**config.mk**
```make
export PLATFORM = sky130hd
export DESIGN_NAME = hct_out
export DESIGN_NICKNAME = d
export VERILOG_FILES = /design/src/hct_pkg.sv /design/src/hct_out.sv
export SDC_FILE = /design/constraint.sdc
export NUM_CORES = 1
export LEC_CHECK = 0
export ABC_AREA = 1
export BUFFER_PORTS_ARGS = -buffer_cell sky130_fd_sc_hd__buf_2
export CORE_ASPECT_RATIO = 0.8
export CORE_MARGIN = 2
export CORE_UTILIZATION = 40
export DETAILED_ROUTE_END_ITERATION = 16
export PLACE_DENSITY = 0.76
export SETUP_SLACK_MARGIN = 0.15
export SYNTH_ARGS = -nofsm -noshare
export SYNTH_HDL_FRONTEND = slang
export SYNTH_SLANG_ARGS = --single-unit
```
**constraint.sdc**
```tcl
create_clock -name clock -period 1.6 [get_ports clock]
set_input_delay 0.08 -clock clock [delete_from_list [all_inputs] [get_ports clock]]
set_output_delay 0.08 -clock clock [all_outputs]
set_load 0.1 [all_outputs]
```
**src/hct_pkg.sv**
```systemverilog
// Package for the history counter table: field widths, operation codes,
// result and status structs, and the result clamp helper.
// No dependencies.
package hct_pkg;

   // Default table geometry and counter width.
   localparam int PIECE_COUNT_DEF  = 16;
   localparam int SQUARE_COUNT_DEF = 64;
   localparam int COUNT_BITS_DEF   = 16;

   // Fixed field widths of the request and response items.
   localparam int FUNC_W     = 2;
   localparam int PIECE_W    = 4;
   localparam int SQUARE_W   = 6;
   localparam int DEPTH_W    = 8;
   localparam int VALUE_W    = 16;
   localparam int REQ_DATA_W = 24;
   localparam int RSP_DATA_W = 24;

   // Operation codes carried in the func field.
   typedef enum logic [FUNC_W-1:0] {
      FUNC_INC   = 2'd0,
      FUNC_READ  = 2'd1,
      FUNC_AGE   = 2'd2,
      FUNC_CLEAR = 2'd3
   } hct_func_type;

   // One result item.
   typedef struct packed {
      logic [VALUE_W-1:0] value;
      logic               aged;
   } hct_result_type;

   // Status of the output stage as seen by the controller.
   typedef struct packed {
      logic pend_busy;   // a result waits in the pending slot
      logic pend_free;   // the pending slot can take a result this cycle
   } hct_out_status_type;

   // Saturate a counter value to the 16-bit result field.
   function automatic logic [VALUE_W-1:0] hct_clamp16(input logic [31:0] v);
      return (v > 32'h0000_FFFF) ? 16'hFFFF : v[VALUE_W-1:0];
   endfunction

endpackage

```
**src/hct_out.sv**
```systemverilog
// Output stage of the history table: a pending slot followed by the
// response register, so a finished result never blocks the controller.
// Depends on hct_pkg.
module hct_out
   import hct_pkg::*;
(
   input  logic                  clock,
   input  logic                  reset,
   input  logic                  load,
   input  hct_result_type        load_data,
   output hct_out_status_type    status,
   output logic                  rsp_tvalid,
   input  logic                  rsp_tready,
   output logic [RSP_DATA_W-1:0] rsp_tdata   // [15:0] value, [16] aged, rest zero
);

   logic           pend_valid_ff, pend_valid_in;
   hct_result_type pend_data_ff, pend_data_in;
   logic           rsp_valid_ff, rsp_valid_in;
   hct_result_type rsp_data_ff, rsp_data_in;
   logic           move;

   // The pending result moves on when the response register is empty or drains.
   assign move = pend_valid_ff && (!rsp_valid_ff || rsp_tready);

   always_comb begin
      pend_valid_in = pend_valid_ff;
      pend_data_in  = pend_data_ff;
      rsp_valid_in  = rsp_valid_ff;
      rsp_data_in   = rsp_data_ff;
      if (move) begin
         rsp_valid_in  = 1'b1;
         rsp_data_in   = pend_data_ff;
         pend_valid_in = 1'b0;
      end else if (rsp_tready) begin
         rsp_valid_in = 1'b0;
      end
      if (load) begin
         pend_valid_in = 1'b1;
         pend_data_in  = load_data;
      end
   end

   // Control state.
   always_ff @(posedge clock) begin
      if (reset) begin
         pend_valid_ff <= 1'b0;
         rsp_valid_ff  <= 1'b0;
      end else begin
         pend_valid_ff <= pend_valid_in;
         rsp_valid_ff  <= rsp_valid_in;
      end
   end

   // Payload.
   always_ff @(posedge clock) begin
      pend_data_ff <= pend_data_in;
      rsp_data_ff  <= rsp_data_in;
   end

   assign status.pend_busy = pend_valid_ff;
   assign status.pend_free = !pend_valid_ff || move;
   assign rsp_tvalid       = rsp_valid_ff;
   assign rsp_tdata        = {{(RSP_DATA_W-VALUE_W-1){1'b0}}, rsp_data_ff.aged,
                              rsp_data_ff.value};

endmodule

```
Yosys cells after proc, flatten, opt, wreduce, memory -nomap -nowiden
Cells that the tools add are included.

Multiplexer cells: 4. Reductions and logical operators: 7.

Operators by type and width (count): $mux 1 (4); $reduce_bool 2->1 (2); $logic_not 1->1 (2); $logic_or 1x1->1 (2); $logic_and 1x1->1 (1).

Register bits after elaboration: 36. Input port bits: 21.

Depth between registers and ports, before layout
Word-level depth: 5. Depth in mapped cells: 3. Gate-level depth less buffers: 3.

Worst setup path after synthesis
Ideal clock, no wire load.

Path type: register to register. Start: register rsp_valid_ff, in the netlist rsp_tvalid. End: register rsp_data_ff (netlist bit rsp_tdata[0]) (enable). Arrival: 1.713 ns. Data required time: 1.203 ns. Path slack: -0.510 ns. Stages on the path, launching flop included: 2. Path buffers: 0. Clock period less this slack: 2.110 ns. Path through: dfxtp_1 > a21oi_1.

Word-level cells in the longest chain between the ends: 3.

RTL lines: from (decl) (line hct_out.sv:19) `logic rsp_valid_ff, rsp_valid_in;`; from (signal assigned) (line hct_out.sv:51) `rsp_valid_ff <= rsp_valid_in;`; $logic_not 1->1 (line hct_out.sv:24) `assign move = pend_valid_ff && (!rsp_valid_ff || rsp_tready);`; $logic_or 1x1->1 (line hct_out.sv:24); $logic_and 1x1->1 (line hct_out.sv:24); via move (line hct_out.sv:21) `logic move;`; to (signal assigned) (line hct_out.sv:58) `rsp_data_ff <= rsp_data_in;`; to (decl) (line hct_out.sv:20) `hct_result_type rsp_data_ff, rsp_data_in;`.

The timed path passes the listed nets, and every way through them passes these cells. A chain may end at the register's enable or synchronous reset.

==> results.yml <==
min_path:
  timing.hold.worst_path_depth: 4
  min_to: "pend_valid_ff$_SDFFE_PP0P_"
  holdCritStartpoint: "rsp_tready"
  hold_path_class: "in2reg"
timing:
  postLayoutSetupSlackWorst_ns: 0.316
  grt_setup_unrepaired: "no"
  final_hold_vio_count: 0
  final.setup_skew_ns: 0.00609
  min_period_over_period_pct: 80.3
  maxSlewViolCount: 0
  totalNegativeSetupSlack_ns: 0
  finalWorstPathRequiredPeriod_ns: 1.28
  timing.fmax_mhz: 779
  setup-violations-final: 0
global_route:
  grt_pass1_wl_um: 2590
  via_count_of_the_first_global_routing_pass: 582
  number_of_antenna_violations_at_the_first_check_in_global_routing: 0
  groute.usage.overall_pct: 11.2
  grt-ovfl-total: 0
  maximum_number_of_pins_on_one_net_before_global_route_repair: 19
clock_network:
  cts_setup_buffers: 0
  cts_made_buffers: 5
  cts_buffer_depth: 2
  clock_tree_sinks: 36
  clk-insertion-delay-late_ns: 0.32
  clkTransAtPathRegs_ns: 0.10
  clockRootBuffer: "clkbuf_4"
  tritoncts: "yes"
  post_cts.resized_instances: 0
  cts_hold_repair.buffers: 18
  cts.htree.levels: 2
critical_path:
  timing.reg2reg.setup_slack_ns: 0.44
  r2r.worst_path.cells: 3
  endpoint_kind: "output port"
  critical_path.reg2reg.endpoint: "rsp_tdata[6]$_DFFE_PP_"
  critPathLaunchType: "flop"
  critical_path_class: "reg2out"
  worst_ep_arrival_time_ns: 1.20
  worst_r2r_src: "pend_valid_ff$_SDFFE_PP0P_"
  worst-endpoint-required_ns: 1.52
  maximum_fanout_count_along_the_critical_path: 4
synthesis:
  yosys-top-cells-count: "edfxtp_1 (34), buf_4 (8), inv_1 (3)"
  synth.cell_area_mm2: 0.00117
  ys_async_sr_fraction_pct: 0
  synth.most_common_cell: "edfxtp_1"
  synthFlopType: "edfxtp_1"
  synth.yosys.seq_area_share_pct: 90.8
  yosys.area.top_type: "edfxtp_1"
  netlist.area_leader.share_pct: 87.4
  synth.yosys.warnings: 0
  netlist_instances: 53
  number_of_flops_mapped_to_enable_cells_by_yosys: 34
  postSynthRegisterBits: 36
  top_post_synthesis_cells_by_area: "edfxtp_1 (87%), buf_4 (5.1%), dfxtp_1 (3.4%), inv_1 (0.96%), a21oi_1 (0.86%)"
  avg_cell_area_syn_um2: 22.0
  netlist-cell-type-count: 9
power:
  cell_internal_pwr_mw: 1.50
  power.switching_fraction_pct: 28.0
  p_clk_share_pct: 28.8
  seqPwrFrac_pct: 53.8
  power-per-cell-area_mw_per_mm2: 1250
  combPwrFrac_pct: 17.4
  total_power_mw: 2.08
  total_leakage_power_nw: 0.667
  switchingPower_uw: 583
  vdd_ir_drop_max_uv: 797
layout:
  finalCoreUtilization_pct: 60.1
  multiInputGateArea_um2: 77.6
  area.growth.synth_to_final_pct: 42.3
  nets: 138
  regArea_mm2: 0.00106
  antenna_cells: 0
  final_cell_count_no_fill: 156
  filler_cell_count: 218
  drive_above_1_share_pct: 44.1
detailed_routing:
  drt_pass_1_iters: 4
  detail_route.iter0.violations: 12
  avgRoutedWirePerCell_um: 10.5
  wl_um: 1640
  drc: 0
  routed_via_density: 3.97
  routed_vias: 619
  detail-route-antenna-nets: 0
floorplan:
  floorplan_core_area_mm2: 0.00277
  die_width_um: 64.4
  initial_utilization_pct: 42.3
  die_h_um: 52.3
  rows: 17
  count_of_pins_on_the_block_boundary: 48
  die_area_mm2: 0.00337
place:
  preCtsSetupSlack_ns: 0.453
  place_congestion: 0.656
  portBuffers: 40
  place.detailed.instances: 130
  dpl.hpwl_um: 1080
run:
  max-cap-violations: 0
run_status:
  status: "complete, no violations"
[kinds of logic (layout without fill, tap and decap cells)]
family,Yosys count,after routing,synth area share [%]
compound gates,3,3,1.61
buf+inv,11,70,6.10
flops,36,36,90.8
other cells,1,7,0.321
simple gates,2,2,1.18
[power groups by stage]
| stage | Sequential [mW] | Combinational, mW | Clock, mW |
|---|---|---|---|
| 3_3_place_gp | 1.14 | 0.326 | 0 |
| 6_report | 1.12 | 0.362 | 0.599 |
| 3_5_place_dp | 1.14 | 0.329 | 0 |
| 4_1_cts | 1.12 | 0.363 | 0.611 |
| 2_1_floorplan | 1.31 | 0.115 | 0 |
| 5_1_grt | 1.12 | 0.374 | 0.658 |
[sequential cells by signal (all words and copies together) (netlist names)]
name           cells
pend_data_ff      17
rsp_tvalid         1
rsp_tdata         17
pend_valid_ff      1
[placed cells by master (no fill, tap or decap)]
cell type	count
clkbuf_4	5
dfxtp_2	1
buf_2	40
dfxtp_1	1
bufinv_16	1
buf_4	1
a21oi_2	1
nand3_4	1
clkbuf_1	1
dlygate4sd3_1	18
edfxtp_1	34
a21oi_4	1
a21oi_1	1
inv_1	3
clkinv_2	1
conb_1	7
nand2_1	1
[worst max-delay path, cell delays in order (launching register included)]
cell and delay (ns):
dfxtp_2 0.37, nand3_4 0.08, buf_2 0.42
[per-stage QoR]
step	instance area (um2)	hold slack [ns]
after floorplan	1210	0.142
final	1660	0.0758
after CTS	1660	0.0744
after global routing	1660	0.0822
after detailed placement	1410	0.258
after global placement	1410	0.255
[worst max-delay path by stage]
stage	from	slack, ns	end	cells past startpoint
after floorplan	rsp_tvalid$_SDFFE_PP0P_	0.21	pend_valid_ff$_SDFFE_PP0P_	2
after global placement	pend_valid_ff$_SDFFE_PP0P_	0.49	rsp_tdata[7]$_DFFE_PP_	3
after detailed placement	pend_valid_ff$_SDFFE_PP0P_	0.45	rsp_tdata[4]$_DFFE_PP_	3
after CTS	rsp_tvalid$_SDFFE_PP0P_	0.31	status[0]	2
after global routing	rsp_tvalid$_SDFFE_PP0P_	0.26	status[0]	2
final	rsp_tvalid$_SDFFE_PP0P_	0.32	status[0]	2
[cell type report]
class                   instances  area share [%]
inverters                       3           0.677
clock inverters                 2            2.11
clock buffers                   6            2.48
flip-flops and latches         36            63.9
multi-input cells              12            4.67
repair buffers                 59            23.3
well taps                      38            2.86
[per-layer routing]
| layer | wire, um | global-route usage (%) | vias to the layer above |
|---|---|---|---|
| met3 | 99 | 4.52 | 5 |
| met4 | 51 | 8.51 | 0 |
| met2 | 926 | 19.8 | 22 |
| li1 | - | - | 309 |
| met1 | 565 | 10.6 | 283 |
| met5 | 0 | 0 | - |
No activity file was read; power rests on OpenSTA's default activity.
